File: src/rtl/mcfp_pkg.sv
// ----------------------------------------------------------------------------
// mcfp_pkg
// Shared types and constants for the motor command frame packer.
// ----------------------------------------------------------------------------
package mcfp_pkg;

	localparam int unsigned VALUE_W = 32;
	localparam int unsigned BOUND_W = 31;
	localparam int unsigned INDEX_W = 3;
	localparam int unsigned POS_SLOT_W = 16;
	localparam int unsigned CMD_SLOT_W = 12;
	localparam logic [63:0] EXIT_PAYLOAD = 64'hFFFF_FFFF_FFFF_FFFD;

	typedef enum logic [INDEX_W-1:0] {
		REG_POSITION_LIMIT = 3'd0,
		REG_VELOCITY_LIMIT = 3'd1,
		REG_TORQUE_LIMIT   = 3'd2,
		REG_STIFFNESS_MAX  = 3'd3,
		REG_DAMPING_MAX    = 3'd4
	} reg_index_t;

endpackage

File: src/rtl/mcfp_clamp.sv
// ----------------------------------------------------------------------------
// mcfp_clamp
// Saturate one command value to its range; register offset from the low bound.
// ----------------------------------------------------------------------------
module mcfp_clamp #(
	parameter bit SYMMETRIC = 1'b1
) (
	input  logic                              clk,
	input  logic                              en,
	input  logic signed [mcfp_pkg::VALUE_W-1:0] x,
	input  logic [mcfp_pkg::BOUND_W-1:0]      bound,
	output logic [31:0]                       off_s1,
	output logic [31:0]                       span_s1,
	output logic                              clip_s1
);

	logic [mcfp_pkg::BOUND_W-1:0] b;
	logic signed [33:0] xw;
	logic signed [33:0] bw;
	logic signed [33:0] low;
	logic [31:0] off;
	logic [31:0] span;
	logic clip;

	always_comb begin
		// a zero bound acts as one
		b = (bound == '0) ? mcfp_pkg::BOUND_W'(1) : bound;
		xw = 34'(x);
		bw = $signed({3'b000, b});
		low = SYMMETRIC ? -bw : 34'sd0;
		span = SYMMETRIC ? {b, 1'b0} : {1'b0, b};
		if (xw < low) begin
			off = '0;
			clip = 1'b1;
		end else if (xw > bw) begin
			off = span;
			clip = 1'b1;
		end else begin
			off = 32'(xw - low);
			clip = 1'b0;
		end
	end

	always_ff @(posedge clk) begin
		if (en) begin
			off_s1 <= off;
			span_s1 <= span;
			clip_s1 <= clip;
		end
	end

endmodule

File: config.mk
export PLATFORM = sky130hd
export DESIGN_NAME = mcfp_clamp
export DESIGN_NICKNAME = d
export VERILOG_FILES = /design/src/rtl/mcfp_pkg.sv /design/src/rtl/mcfp_clamp.sv
export SDC_FILE = /design/constraint.sdc
export NUM_CORES = 1
export LEC_CHECK = 0
export ABC_AREA = 1
export BUFFER_PORTS_ARGS = -buffer_cell sky130_fd_sc_hd__buf_2
export CORE_ASPECT_RATIO = 1.4
export CORE_MARGIN = 3
export CORE_UTILIZATION = 26
export DETAILED_ROUTE_END_ITERATION = 7
export GPL_TIMING_DRIVEN = 0
export RECOVER_POWER = 100
export SETUP_SLACK_MARGIN = 0.1
export SLEW_MARGIN = 20
export SYNTH_ARGS = -nofsm -noshare
export SYNTH_HDL_FRONTEND = slang
export SYNTH_SLANG_ARGS = --single-unit
export TNS_END_PERCENT = 100
File: constraint.sdc
create_clock -name clk -period 9.2 [get_ports clk]
set_input_delay 1.84 -clock clk [delete_from_list [all_inputs] [get_ports clk]]
set_output_delay 1.84 -clock clk [all_outputs]
set_load 0.02 [all_outputs]
# After elaboration in Yosys (flattened, before gate mapping)
# Cells that the tools add are included.
[totals]
input_bits = 65
regBits = 64
output_inout_bits = 65
word_cells = 13
[classes]
reduce_logical = 2
n_mux = 3
n_lt_le_gt_ge = 2
addsub = 2
[ops]
columns = ["op", "count"]
rows = [
  ["32-bit by 34-bit < comparator with 1-bit output", 1],
  ["31-bit negator with 34-bit output", 1],
  ["32-bit > comparator", 1],
  ["32-bit two-way mux", 1],
  ["32-bit subtractor", 1],
  ["31-bit logical NOT", 1],
  ["31-bit two-way mux", 1],
  ["2-bit OR reduction", 1],
  ["1-bit two-way mux", 1],
]

# Longest topological paths before layout
[logic_depth]
word_depth = 5
ltp_mapped = 29

# Least setup slack after synthesis
# Ideal clock, no wire load.
[synth_path]
kind = "input to register"
start = "input bound[22] in the netlist's numbering"
end = "register off_s1[10] (data pin)"
path_buffers = 3
cell_stages = 27
setup_time_ns = 0.255
path_slack_ns = 3.962
t_arrival_ns = 4.983
path_cell_list = "clkbuf_1 > nor3_2 > nand4_1 > nor2_1 > nor2_2 > buf_6 > ha_1 > nand2_1 > nor2_2 > nand3_2 > nor2_4 > nand2_2 > nor3b_2 > nand4_1 > nand2_1 > o21ai_1 > ha_1 > inv_1 > nor3_1 > nand2_1 > a21oi_1 > nor2_1 > nand2_1 > nand2_1 > nand2_2 > buf_6 > a21oi_2"
[synth_between]
elab_chain_cells = 5
word_cells_on_any_way = 7
classes_between = "add/sub: 2; order compare: 2; mux: 2; reduce/logical: 1"
[synth_lines]
columns = ["item", "line", "rtl"]
rows = [
  ["start, declared", "mcfp_clamp.sv:11", "input logic [mcfp_pkg::BOUND_W-1:0] bound,"],
  ["31-bit logical NOT", "mcfp_clamp.sv:27", "b = (bound == '0) ? mcfp_pkg::BOUND_W'(1) : bound;"],
  ["31-bit two-way mux (*)", "mcfp_clamp.sv:27", ""],
  ["31-bit negator with 34-bit output", "mcfp_clamp.sv:30", "low = SYMMETRIC ? -bw : 34'sd0;"],
  ["32-bit subtractor", "mcfp_clamp.sv:39", "off = 32'(xw - low);"],
  ["32-bit two-way mux", "mcfp_clamp.sv:35", "end else if (xw > bw) begin"],
  ["end signal, assigned", "mcfp_clamp.sv:46", "off_s1 <= off;"],
  ["end, declared", "mcfp_clamp.sv:12", "output logic [31:0] off_s1,"],
]
# Mark *: on every way between the ends. The rest lies on a longest branch, timed or not.
# A chain may end at the register's enable or synchronous reset.

# Final worst setup path
[layout_path]
start = "input bound[27] in the netlist's numbering"
end = "register off_s1[9] (data pin)"
# The elaborated chain is that of the path after synthesis.

==> run_results.csv <==
group,metric,value,unit
synthesis,ys_warn_count,0,
timing,hold_viol,0,
worst_setup_path,cp_max_fo,10,
synthesis,async_flop_share,0,
cells_and_area,fillers,3050,
grt,grt_max_degree,65,
clocking,clk_pin_slew,0.06,ns
die,die_x,146,um
timing,fmaxAchievable,137,MHz
drt,drc,0,
drt,routed_wirelength,22900,um
placed_design,port_buffers,127,
clocking,cts_tree,"built",
clocking,cts_resized,0,
timing,fin_crit,7.31,ns
worst_setup_path,required,9.25,ns
clocking,ctsHoldBuffers,0,
drt,first_pass_iters,5,
power,p_leak,4.09,nW
timing,fin_crit_sh,0.795,
clocking,clock_path_buffers,2,
synthesis,synth-edff-count,64,
synthesis,syn-cell-area,7170,sq um
clocking,cts_setup_buffers,0,
timing,relSlewSlack,-1.33,
die,num_io_pins,130,
grt,track_usage,0.153,
min_path,holdPathStages,2,
die,die_y,203,um
drt,viasPerCell,4.42,
grt,overflow,0,
worst_setup_path,crit_top_cell,"nand2_1",
timing,setup_viol,0,
outcome,violations,"capacitance limit, slew limit",
placed_design,routabilityCongestion,0.936,
timing,setup_ws,1.89,ns
timing,tightestPinTransition,3.50,ns
placed_design,place_area,8270,sq um
placed_design,pre_cts_slack,2.76,ns
timing,rsz0062_at_grt,"false",
drt,routed-via-count,6790,
timing,drv_slew,65,
worst_setup_path,worst_path_dominant_cell_family,"simple AND/OR/NAND/NOR gates",
synthesis,ys_types,39,
min_path,hold_class,"input port to flop",
placed_design,dp_hpwl,19800,um
drt,avgRoutedWirePerCell,14.9,um
run,maxCapViolations,1,
die,core,27000,sq um
timing,tns,0,ns
clocking,cts_inserted_buffers,9,
worst_setup_path,critPathBufInv,5,
min_path,min_to,"span_s1[2]$_DFFE_PP_",
synthesis,syn_area_per_cell,6.98,sq um
grt,grt_pass1_wl,35800,um
cells_and_area,layout-drive-gt1-share,0.121,
drt,drt-initial-drc-count,364,
worst_setup_path,end_kind,"flop",
clocking,cts_sinks,64,
worst_setup_path,crit_cells,29,
cells_and_area,syn2layout_area_growth,16.6,%
die,initial_core_util,0.266,
synthesis,synth_ff_type,"edfxtp_1",
clocking,htreeDepth,3,
synthesis,ys_ff_latch,64,
cells_and_area,fin_area,8370,sq um
clocking,cts-root-buf,"clkbuf_16",
worst_setup_path,critical_path_class,"input port to flop",
grt,grt_pass1_vias,6798,
worst_setup_path,critPathMaxStageDelay,0.54,ns
power,vdd_ir_drop_max,0.0727,mV
timing,holdWs,1.92,ns
die,rows,71,
min_path,hold_path_startpoint,"bound[1]",
worst_setup_path,cp-start-kind,"input port",
cells_and_area,nets,1299,
synthesis,synth.yosys.seq_area_share,0.268,
worst_setup_path,critPathArrivalTime,7.36,ns
die,die-area,29600,sq um
grt,grt_antenna_before_repair,0,
outcome,status,"complete, but fails checks",
power,power.density,138,nW/um^2
worst_setup_path,slowest_stage,"clkbuf_1",
synthesis,synth_cells,1028,
cells_and_area,antenna_cells,0,
drt,antenna_left,0,
report_power, final:
| part | switching, mW | internal (mW) |
|---|---|---|
| clock | 0.126 | 0.234 |
| sequential | 0.00750 | 0.365 |
| combinational | 0.289 | 0.132 |
| total | 0.423 | 0.731 |
area by class of cell:
| class | instances | area (sq um) | area share |
|---|---|---|---|
| multi-input combinational | 739 | 4220 | 0.504 |
| sequential | 64 | 1920 | 0.230 |
| inverter | 182 | 683 | 0.0817 |
| timing repair buffer | 127 | 518 | 0.0619 |
| tap | 365 | 457 | 0.0546 |
| buffer | 45 | 258 | 0.0308 |
| clock buffer | 9 | 225 | 0.0269 |
| clock inverter | 6 | 85.1 | 0.0102 |
layout by cell type (no fill, tap or decap), drive strengths merged:
cell	netlist	routed
inv	182	182
and2	2	2
nand2	345	345
nor4	4	4
bufinv	0	2
o21bai	3	3
or2	1	1
nand3	85	85
o21a	1	1
nand4	14	14
nand3b	1	1
o21ai	7	7
a21o	4	4
ha	65	65
fa	1	1
xor2	35	35
nor2	81	81
a21oi	65	65
clkbuf	31	137
nor3b	3	3
buf	14	44
clkinvlp	0	1
edfxtp	64	64
xnor2	2	2
conb	1	3
clkinv	0	3
nor3	17	17
per-layer routing:
layer | track usage | share of wire | vias to the layer above
li1 | - | - | 3510
met1 | 0.170 | 0.40 | 3079
met2 | 0.288 | 0.52 | 156
met3 | 0.0121 | 0.031 | 45
met4 | 0.0814 | 0.050 | 0
met5 | 0 | 0 | -
worst max path at each step:
stage / from / endpoint
2_1_floorplan: bound[22] / off_s1[10]$_SDFFCE_PP0P_
3_3_place_gp: bound[22] / off_s1[9]$_SDFFCE_PP0P_
3_5_place_dp: bound[22] / off_s1[9]$_SDFFCE_PP0P_
4_1_cts: bound[22] / off_s1[14]$_SDFFCE_PP0P_
5_1_grt: bound[27] / off_s1[9]$_SDFFCE_PP0P_
6_report: bound[27] / off_s1[9]$_SDFFCE_PP0P_
state kept, by name, indices dropped and copies added (netlist names):
signal	flops
span_s1	31
clip_s1	1
off_s1	32
per-stage QoR:
stage,power [mW],instances,util
global placement,0.814,1522,0.306
CTS,1.19,1537,0.318
finish,1.15,1537,0.310
detailed placement,0.820,1522,0.306
global route,1.22,1537,0.310
floorplan,0.675,1030,-
cell families (layout without fill, tap and decap cells):
group | Yosys count | count (layout) | synth area share
xor gates and xnor gates | 37 | 37 | 0.0452
and+or+nand+nor | 553 | 553 | 0.360
DFF | 64 | 64 | 0.268
adders and majority gates | 66 | 66 | 0.116
buffers and inverters | 227 | 369 | 0.134
AOI/OAI and AO/OA | 80 | 80 | 0.0759
other | 1 | 3 | 0.000523
Yosys cell counts, types with 3 or more instances:
cell type / n / area share
nand4_1: 14 / 0.012
nor2_2: 6 / 0.0052
a21oi_1: 34 / 0.024
clkbuf_1: 31 / 0.016
buf_12: 3 / 0.0084
nor2_1: 74 / 0.039
edfxtp_1: 64 / 0.27
buf_6: 7 / 0.011
a21oi_2: 30 / 0.037
nand2_1: 334 / 0.17
inv_1: 174 / 0.091
inv_2: 8 / 0.0042
a21o_1: 4 / 0.0042
nand3_2: 39 / 0.054
o21ai_0: 6 / 0.0042
nand3_1: 46 / 0.032
nor4_1: 4 / 0.0035
o21bai_1: 3 / 0.0031
xor2_1: 35 / 0.043
nand2_2: 9 / 0.0079
nor3_1: 14 / 0.0098
ha_1: 65 / 0.11
Note: power is estimated with default switching activity, not from simulation.
