## config.mk

```make
export PLATFORM = sky130hd
export DESIGN_NAME = mcfp_div
export DESIGN_NICKNAME = d
export VERILOG_FILES = /design/src/rtl/mcfp_div.sv
export SDC_FILE = /design/constraint.sdc
export NUM_CORES = 2
export LEC_CHECK = 0
export BUFFER_PORTS_ARGS = -buffer_cell sky130_fd_sc_hd__buf_2
export CAP_MARGIN = 10
export CORE_ASPECT_RATIO = 0.8
export CORE_MARGIN = 1.5
export CORE_UTILIZATION = 55
export CTS_CLUSTER_DIAMETER = 40
export CTS_CLUSTER_SIZE = 30
export DETAILED_ROUTE_END_ITERATION = 7
export PLACE_DENSITY_LB_ADDON = 0.08
export SYNTH_ARGS = -nofsm -noshare
export SYNTH_HDL_FRONTEND = slang
export SYNTH_SLANG_ARGS = --single-unit
```

## constraint.sdc

```tcl
create_clock -name clk -period 7.9 [get_ports clk]
set_clock_uncertainty 0.1 [all_clocks]
set_input_delay 1.58 -clock clk [delete_from_list [all_inputs] [get_ports clk]]
set_output_delay 1.58 -clock clk [all_outputs]
set_load 0.01 [all_outputs]
```

## src/rtl/mcfp_div.sv

```systemverilog
// ----------------------------------------------------------------------------
// mcfp_div
// Scale offset by the full code value, then restoring division by the span,
// one quotient bit per pipeline stage.
// ----------------------------------------------------------------------------
module mcfp_div #(
	parameter int unsigned CODE_BITS = 12,
	parameter int unsigned QBITS = 16
) (
	input  logic             clk,
	input  logic             en,
	input  logic [31:0]      off,
	input  logic [31:0]      span,
	output logic [QBITS-1:0] quo
);

	localparam int unsigned W = 32 + QBITS;
	localparam logic [W-1:0] FULL = W'((64'd1 << CODE_BITS) - 64'd1);

	logic [W-1:0]     rem_s  [QBITS+1];
	logic [31:0]      span_s [QBITS+1];
	logic [QBITS-1:0] q_s    [QBITS+1];

	always_ff @(posedge clk) begin
		if (en) begin
			rem_s[0] <= W'(off) * FULL;
			span_s[0] <= span;
			q_s[0] <= '0;
		end
	end

	for (genvar j = 0; j < QBITS; j++) begin : g_step
		logic [W-1:0] dv;
		logic ge;
		assign dv = W'(span_s[j]) << (QBITS - 1 - j);
		assign ge = rem_s[j] >= dv;
		always_ff @(posedge clk) begin
			if (en) begin
				rem_s[j+1] <= ge ? rem_s[j] - dv : rem_s[j];
				span_s[j+1] <= span_s[j];
				q_s[j+1] <= {q_s[j][QBITS-2:0], ge};
			end
		end
	end

	assign quo = q_s[QBITS];

endmodule

```

# Word-level counts from Yosys, hierarchy flattened
# Memory sizes are Yosys's and may differ from the RTL's.
# Cells that the tools add are included.
dict set report totals {
  elab_cells 54
  mem_bits_rw 1632
  regBits 0
  in_bits 66
  memories 3
}
dict set report op_classes {
  magnitude_cmp 16
  n_mul 1
  muxes 18
  add_sub_neg 16
}
# memory depth word_bits rd rd_ports_with_merged_regs wr line_no
set mem_list {}
lappend mem_list {rem_s 17 48 16 0 17 20} ;# logic [W-1:0] rem_s [QBITS+1];
lappend mem_list {span_s 17 32 16 0 17 21} ;# logic [31:0] span_s [QBITS+1];
lappend mem_list {q_s 17 16 17 0 17 22} ;# logic [QBITS-1:0] q_s [QBITS+1];
# operator n
set ops {}
lappend ops {{$mux W48} 16}
lappend ops {{$ge A48 B32 Y1} 1}
lappend ops {{$ge A48 B33 Y1} 1}
lappend ops {{$ge A48 B34 Y1} 1}
lappend ops {{$ge A48 B35 Y1} 1}
lappend ops {{$ge A48 B36 Y1} 1}
lappend ops {{$ge A48 B37 Y1} 1}
lappend ops {{$ge A48 B38 Y1} 1}
lappend ops {{$ge A48 B39 Y1} 1}
lappend ops {{$ge A48 B40 Y1} 1}
lappend ops {{$ge A48 B41 Y1} 1}
lappend ops {{$ge A48 B42 Y1} 1}
lappend ops {{$ge A48 B43 Y1} 1}
lappend ops {{$ge A48 B44 Y1} 1}
lappend ops {{$ge A48 B45 Y1} 1}
lappend ops {{$ge A48 B46 Y1} 1}
lappend ops {{$ge A48 B47 Y1} 1}
lappend ops {{$sub A48 B32 Y48} 1}
lappend ops {{$sub A48 B33 Y48} 1}
lappend ops {{$sub A48 B34 Y48} 1}
lappend ops {{$sub A48 B35 Y48} 1}
lappend ops {{$sub A48 B36 Y48} 1}
lappend ops {{$sub A48 B37 Y48} 1}
lappend ops {{$sub A48 B38 Y48} 1}
lappend ops {{other kinds (11)} 12}

# Depth between registers and ports, before layout
# An unclocked memory read counts as a cell.
dict set report depth {
  ltp_word 3
  ltp_mapped 23
  ltp_nobuf 22
}

# Least setup slack after synthesis
# Ideal clock, no wire load.
dict set report synth_path {
  path_type {input port to flip-flop}
  from {in off[6]}
  to {mem rem_s[0][43] (netlist name) (data pin)}
  setup_ns 0.261
  slack_ns 0.716
  required_ns 7.539
  path_stages 20
  t_arrival_ns 6.823
  path_cell_list {inv_1 > fa_1 > fa_1 > fa_1 > inv_1 > fa_1 > inv_1 > fa_1 > inv_1 > ha_1 > a2111oi_0 > o21ai_0 > a31oi_1 > a21oi_1 > a211oi_1 > o41ai_1 > a221o_1 > a21oi_1 > o21ai_0 > xnor2_1}
}
# element line_no
set synth_lines {}
lappend synth_lines {{start: declaration} 12} ;# input logic [31:0] off,
lappend synth_lines {{end: declaration} 20}

==> impl_metrics.toml <==
[sta]
finalCriticalPeriod_ns = 7.13
finalSetupTns_ns = 0
worst_slew_margin_rel_pct = 24.8
slew_violations = 0
rsz0062_at_grt = "false"
final_critical_path_share_of_the_clock_period_pct = 90.3
report.final.hold_viol_count = 0
worst-slew-pin-transition_ns = 1.11
max_clock_freq_mhz = 140
report.final.setup_viol = 0

[finish]
final_nets = 8796
final_layout_size_suffix_gt1_share_pct = 7.61
area_occupied_by_multi_input_gates_mm2 = 0.0390
design_area_mm2 = 0.0948
diodes = 0
ff_latch_area_mm2 = 0.0424
finish.utilization_pct = 61.3
flow.area_growth_from_synthesis_pct = 10.6
filler_cell_count = 12300

[placement]
dp.final_hpwl_mm = 144
io_buffer_count = 81
place_congestion = 0.964
placed_area_mm2 = 0.0883

[worst_hold_path]
worst_hold_path.num_cells = 0
hold_path_end = "q_s[0][241]$_DFFE_PP_"
min_from = "q_s[0][224]$_DFFE_PP_"
holdCritPathClass = "reg -> reg"

[route]
drt-total-wl_mm = 186
dr_wl_met3_mm = 6.53
met1Wirelength_mm = 76.6
route.detailed.wl_per_inst_um = 18.4
highest-signal-layer = "met4"
post_drt_via_cell_ratio = 5.67
drt_drc_violations_left = 0
antenna_left = 0
dr_total_vias = 57400
detailroute.wirelength.met2_mm = 93.8
detail_route.first_pass.iterations = 6
initialDrtViolationCount = 4134

[global_routing]
global_route_wire_length_before_repair_mm = 298
grt_pass1_vias = 58300
grt_remaining_overflow = 0
grt.total_usage_pct = 23.5
grt_antenna_before_repair = 3
grt_max_degree = 157

[setup_path]
setup.worst_path.class = "in -> reg"
cp_data_arrival_time_ns = 7.61
path_max_fanout = 4
worst_ep_required_time_ns = 8.38
r2r.worst_path.cells = 10
reg2reg_slack_ns = 3.07
cp-start-kind = "primary input"
r2r-end = "rem_s[0][663]$_DFFE_PP_"
critical_path.endpoint_type = "register"
worstReg2RegStart = "rem_s[0][583]$_DFFE_PP_"

[logic_synthesis]
post_synth.cell_area_avg_um2 = 11.0
synthesis.instances = 7813
synth.ff_latch_count = 1412
synth-seq-area-share_pct = 49.5
synth.area.top_cells = "sky130_fd_sc_hd__edfxtp_1 (49%), sky130_fd_sc_hd__ha_1 (8.5%), sky130_fd_sc_hd__fa_1 (5.2%), sky130_fd_sc_hd__inv_1 (4.1%), sky130_fd_sc_hd__a21oi_1 (4.1%)"
yosys-top-cells-count = "sky130_fd_sc_hd__edfxtp_1 (1412), sky130_fd_sc_hd__inv_1 (931), sky130_fd_sc_hd__a21oi_1 (695)"
synth-main-ff-cell = "sky130_fd_sc_hd__edfxtp_1"
synth_top_cell_area_share_pct = 49.5
ys_types = 100
synth-edff-count = 1412
synth_most_common_cell = "sky130_fd_sc_hd__edfxtp_1"
yosysWarningCount = 0
netlist_area_mm2 = 0.0857
synthesis.nets = 8686
postSynth.asyncResetShare_pct = 0
synth.largest_area_cell = "sky130_fd_sc_hd__edfxtp_1"

[cts]
cts_setup_buffers = 0
cts_htree_levels = 4
cts.root.buffer_cell = "sky130_fd_sc_hd__clkbuf_16"
clk_transition_reported_paths_ns = 0.06
clock_sink_count = 1412
cts-buffers-inserted = 183
ctsLongestPathBuffers = 3
postCtsHoldBufs = 0
worst_skew_pair.late_latency_ns = 0.82
cts_tree = "done"
cts_resized = 0

[floorplan]
chipHeight_um = 356
floorplan.initialDensity_pct = 55.4
die_width_um = 444
die_area_mm2 = 0.158
top_level_ports = 82
coreArea_mm2 = 0.155
placementRows = 129

[power]
leakage_nw = 38.8
power_density_mw_per_mm2 = 457
ir_worst_vdd_uv = 673

[run]
number_of_max_cap_violations = 0

[status]
outcome = "completed"
## cells in the final DEF, fill, tap and decap left out, types with 19 or more instances in the layout
cell type and instances:
sky130_fd_sc_hd__edfxtp_1 1412, sky130_fd_sc_hd__nor4_1 63, sky130_fd_sc_hd__buf_4 46, sky130_fd_sc_hd__o21a_1 81, sky130_fd_sc_hd__nand4_1 96, sky130_fd_sc_hd__o211ai_1 39
sky130_fd_sc_hd__fa_1 224, sky130_fd_sc_hd__or2_2 28, sky130_fd_sc_hd__mux2_2 93, sky130_fd_sc_hd__inv_6 26, sky130_fd_sc_hd__o21ai_0 426, sky130_fd_sc_hd__a31oi_1 55
sky130_fd_sc_hd__and3_1 46, sky130_fd_sc_hd__nor3_1 110, sky130_fd_sc_hd__or4_1 20, sky130_fd_sc_hd__xor2_1 230, sky130_fd_sc_hd__nand3_1 130, sky130_fd_sc_hd__buf_2 80
sky130_fd_sc_hd__nand2b_1 67, sky130_fd_sc_hd__nand2_1 498, sky130_fd_sc_hd__o21bai_1 64, sky130_fd_sc_hd__or3_1 38, sky130_fd_sc_hd__a21o_1 265, sky130_fd_sc_hd__a211oi_1 40
sky130_fd_sc_hd__bufinv_16 21, sky130_fd_sc_hd__a21oi_1 695, sky130_fd_sc_hd__o21ai_1 29, sky130_fd_sc_hd__o31ai_1 58, sky130_fd_sc_hd__o31a_1 19, sky130_fd_sc_hd__xnor2_1 329
sky130_fd_sc_hd__nor2_1 495, sky130_fd_sc_hd__a211o_1 20, sky130_fd_sc_hd__and2_1 28, sky130_fd_sc_hd__clkbuf_16 184, sky130_fd_sc_hd__ha_1 583, sky130_fd_sc_hd__clkbuf_1 19
sky130_fd_sc_hd__inv_1 931, sky130_fd_sc_hd__nor2b_1 90
## how the worst max path moves through the flow
| stage | from | to | slack (ns) | depth (start not counted) |
|---|---|---|---|---|
| CTS | off[6] | rem_s[0][43]$_DFFE_PP_ | 0.91 | 23 |
| floorplan | off[6] | rem_s[0][43]$_DFFE_PP_ | 0.72 | 20 |
| finish | off[6] | rem_s[0][43]$_DFFE_PP_ | 0.77 | 23 |
| global placement | off[6] | rem_s[0][43]$_DFFE_PP_ | 0.09 | 23 |
| global route | off[6] | rem_s[0][43]$_DFFE_PP_ | 0.51 | 23 |
| detailed placement | off[6] | rem_s[0][43]$_DFFE_PP_ | 0.04 | 23 |
## critical path, stage by stage
cell,delay (ns)
sky130_fd_sc_hd__buf_2,0.09
sky130_fd_sc_hd__inv_1,0.15
sky130_fd_sc_hd__fa_1,0.52
sky130_fd_sc_hd__fa_1,0.52
sky130_fd_sc_hd__fa_1,0.50
sky130_fd_sc_hd__inv_1,0.06
sky130_fd_sc_hd__fa_1,0.53
sky130_fd_sc_hd__inv_1,0.06
sky130_fd_sc_hd__fa_1,0.53
sky130_fd_sc_hd__inv_1,0.04
sky130_fd_sc_hd__ha_1,0.30
sky130_fd_sc_hd__a2111oi_0,0.35
sky130_fd_sc_hd__o21ai_0,0.29
sky130_fd_sc_hd__a31oi_1,0.37
sky130_fd_sc_hd__a21oi_1,0.19
sky130_fd_sc_hd__a211oi_1,0.32
sky130_fd_sc_hd__buf_4,0.20
sky130_fd_sc_hd__o41ai_1,0.08
sky130_fd_sc_hd__buf_4,0.15
sky130_fd_sc_hd__a221o_1,0.29
sky130_fd_sc_hd__a21oi_1,0.20
sky130_fd_sc_hd__o21ai_0,0.14
sky130_fd_sc_hd__xnor2_1,0.14
## stage by stage
| step | cells | power (mW) | worst slack (ns) | hold WS [ns] |
|---|---|---|---|---|
| 2_1_floorplan | 7813 | 28.8 | 0.716 | 0.300 |
| 3_3_place_gp | 9768 | 34.3 | 0.0851 | 0.300 |
| 3_5_place_dp | 9768 | 34.6 | 0.0394 | 0.305 |
| 4_1_cts | 10100 | 43.4 | 0.907 | 0.314 |
| 5_1_grt | 10100 | 46.7 | 0.513 | 0.311 |
| 6_report | 10100 | 43.3 | 0.769 | 0.312 |
## flip-flops by register name, summed over array words and instances (netlist names)
register,flops
span_s,512
rem_s,764
q_s,136
## power breakdown
group	internal (mW)	switching (mW)	total (mW)	leakage [nW]
combinational	9.35	12.7	22.1	22.0
clock	5.11	3.46	8.57	3.09
sequential	11.4	1.24	12.7	13.7
## layout make-up
class | count | share of cell area [%]
multi-input combinational | 5259 | 41.2
timing repair buffer | 133 | 0.935
tap | 2030 | 2.68
inverter | 934 | 3.70
sequential | 1412 | 44.7
clock buffer | 203 | 4.93
clock inverter | 139 | 1.87
## per-layer routing
layer	global-route usage, %	vias to the layer above
met3	2.99	483
met1	27.3	27000
met2	42.8	1437
li1	-	28400
met4	11.8	0
met5	0	-
## cell families after synthesis
logic type               synth area share (%)
AO/OA/AOI/OAI                            14.3
XOR/XNOR                                 5.71
adder cells (fa/ha/maj)                  13.7
buffers and inverters                    5.10
flip-flops                               49.5
multiplexers                             1.40
AND/OR/NAND/NOR                          10.2
Note: power is estimated with default switching activity, not from simulation.
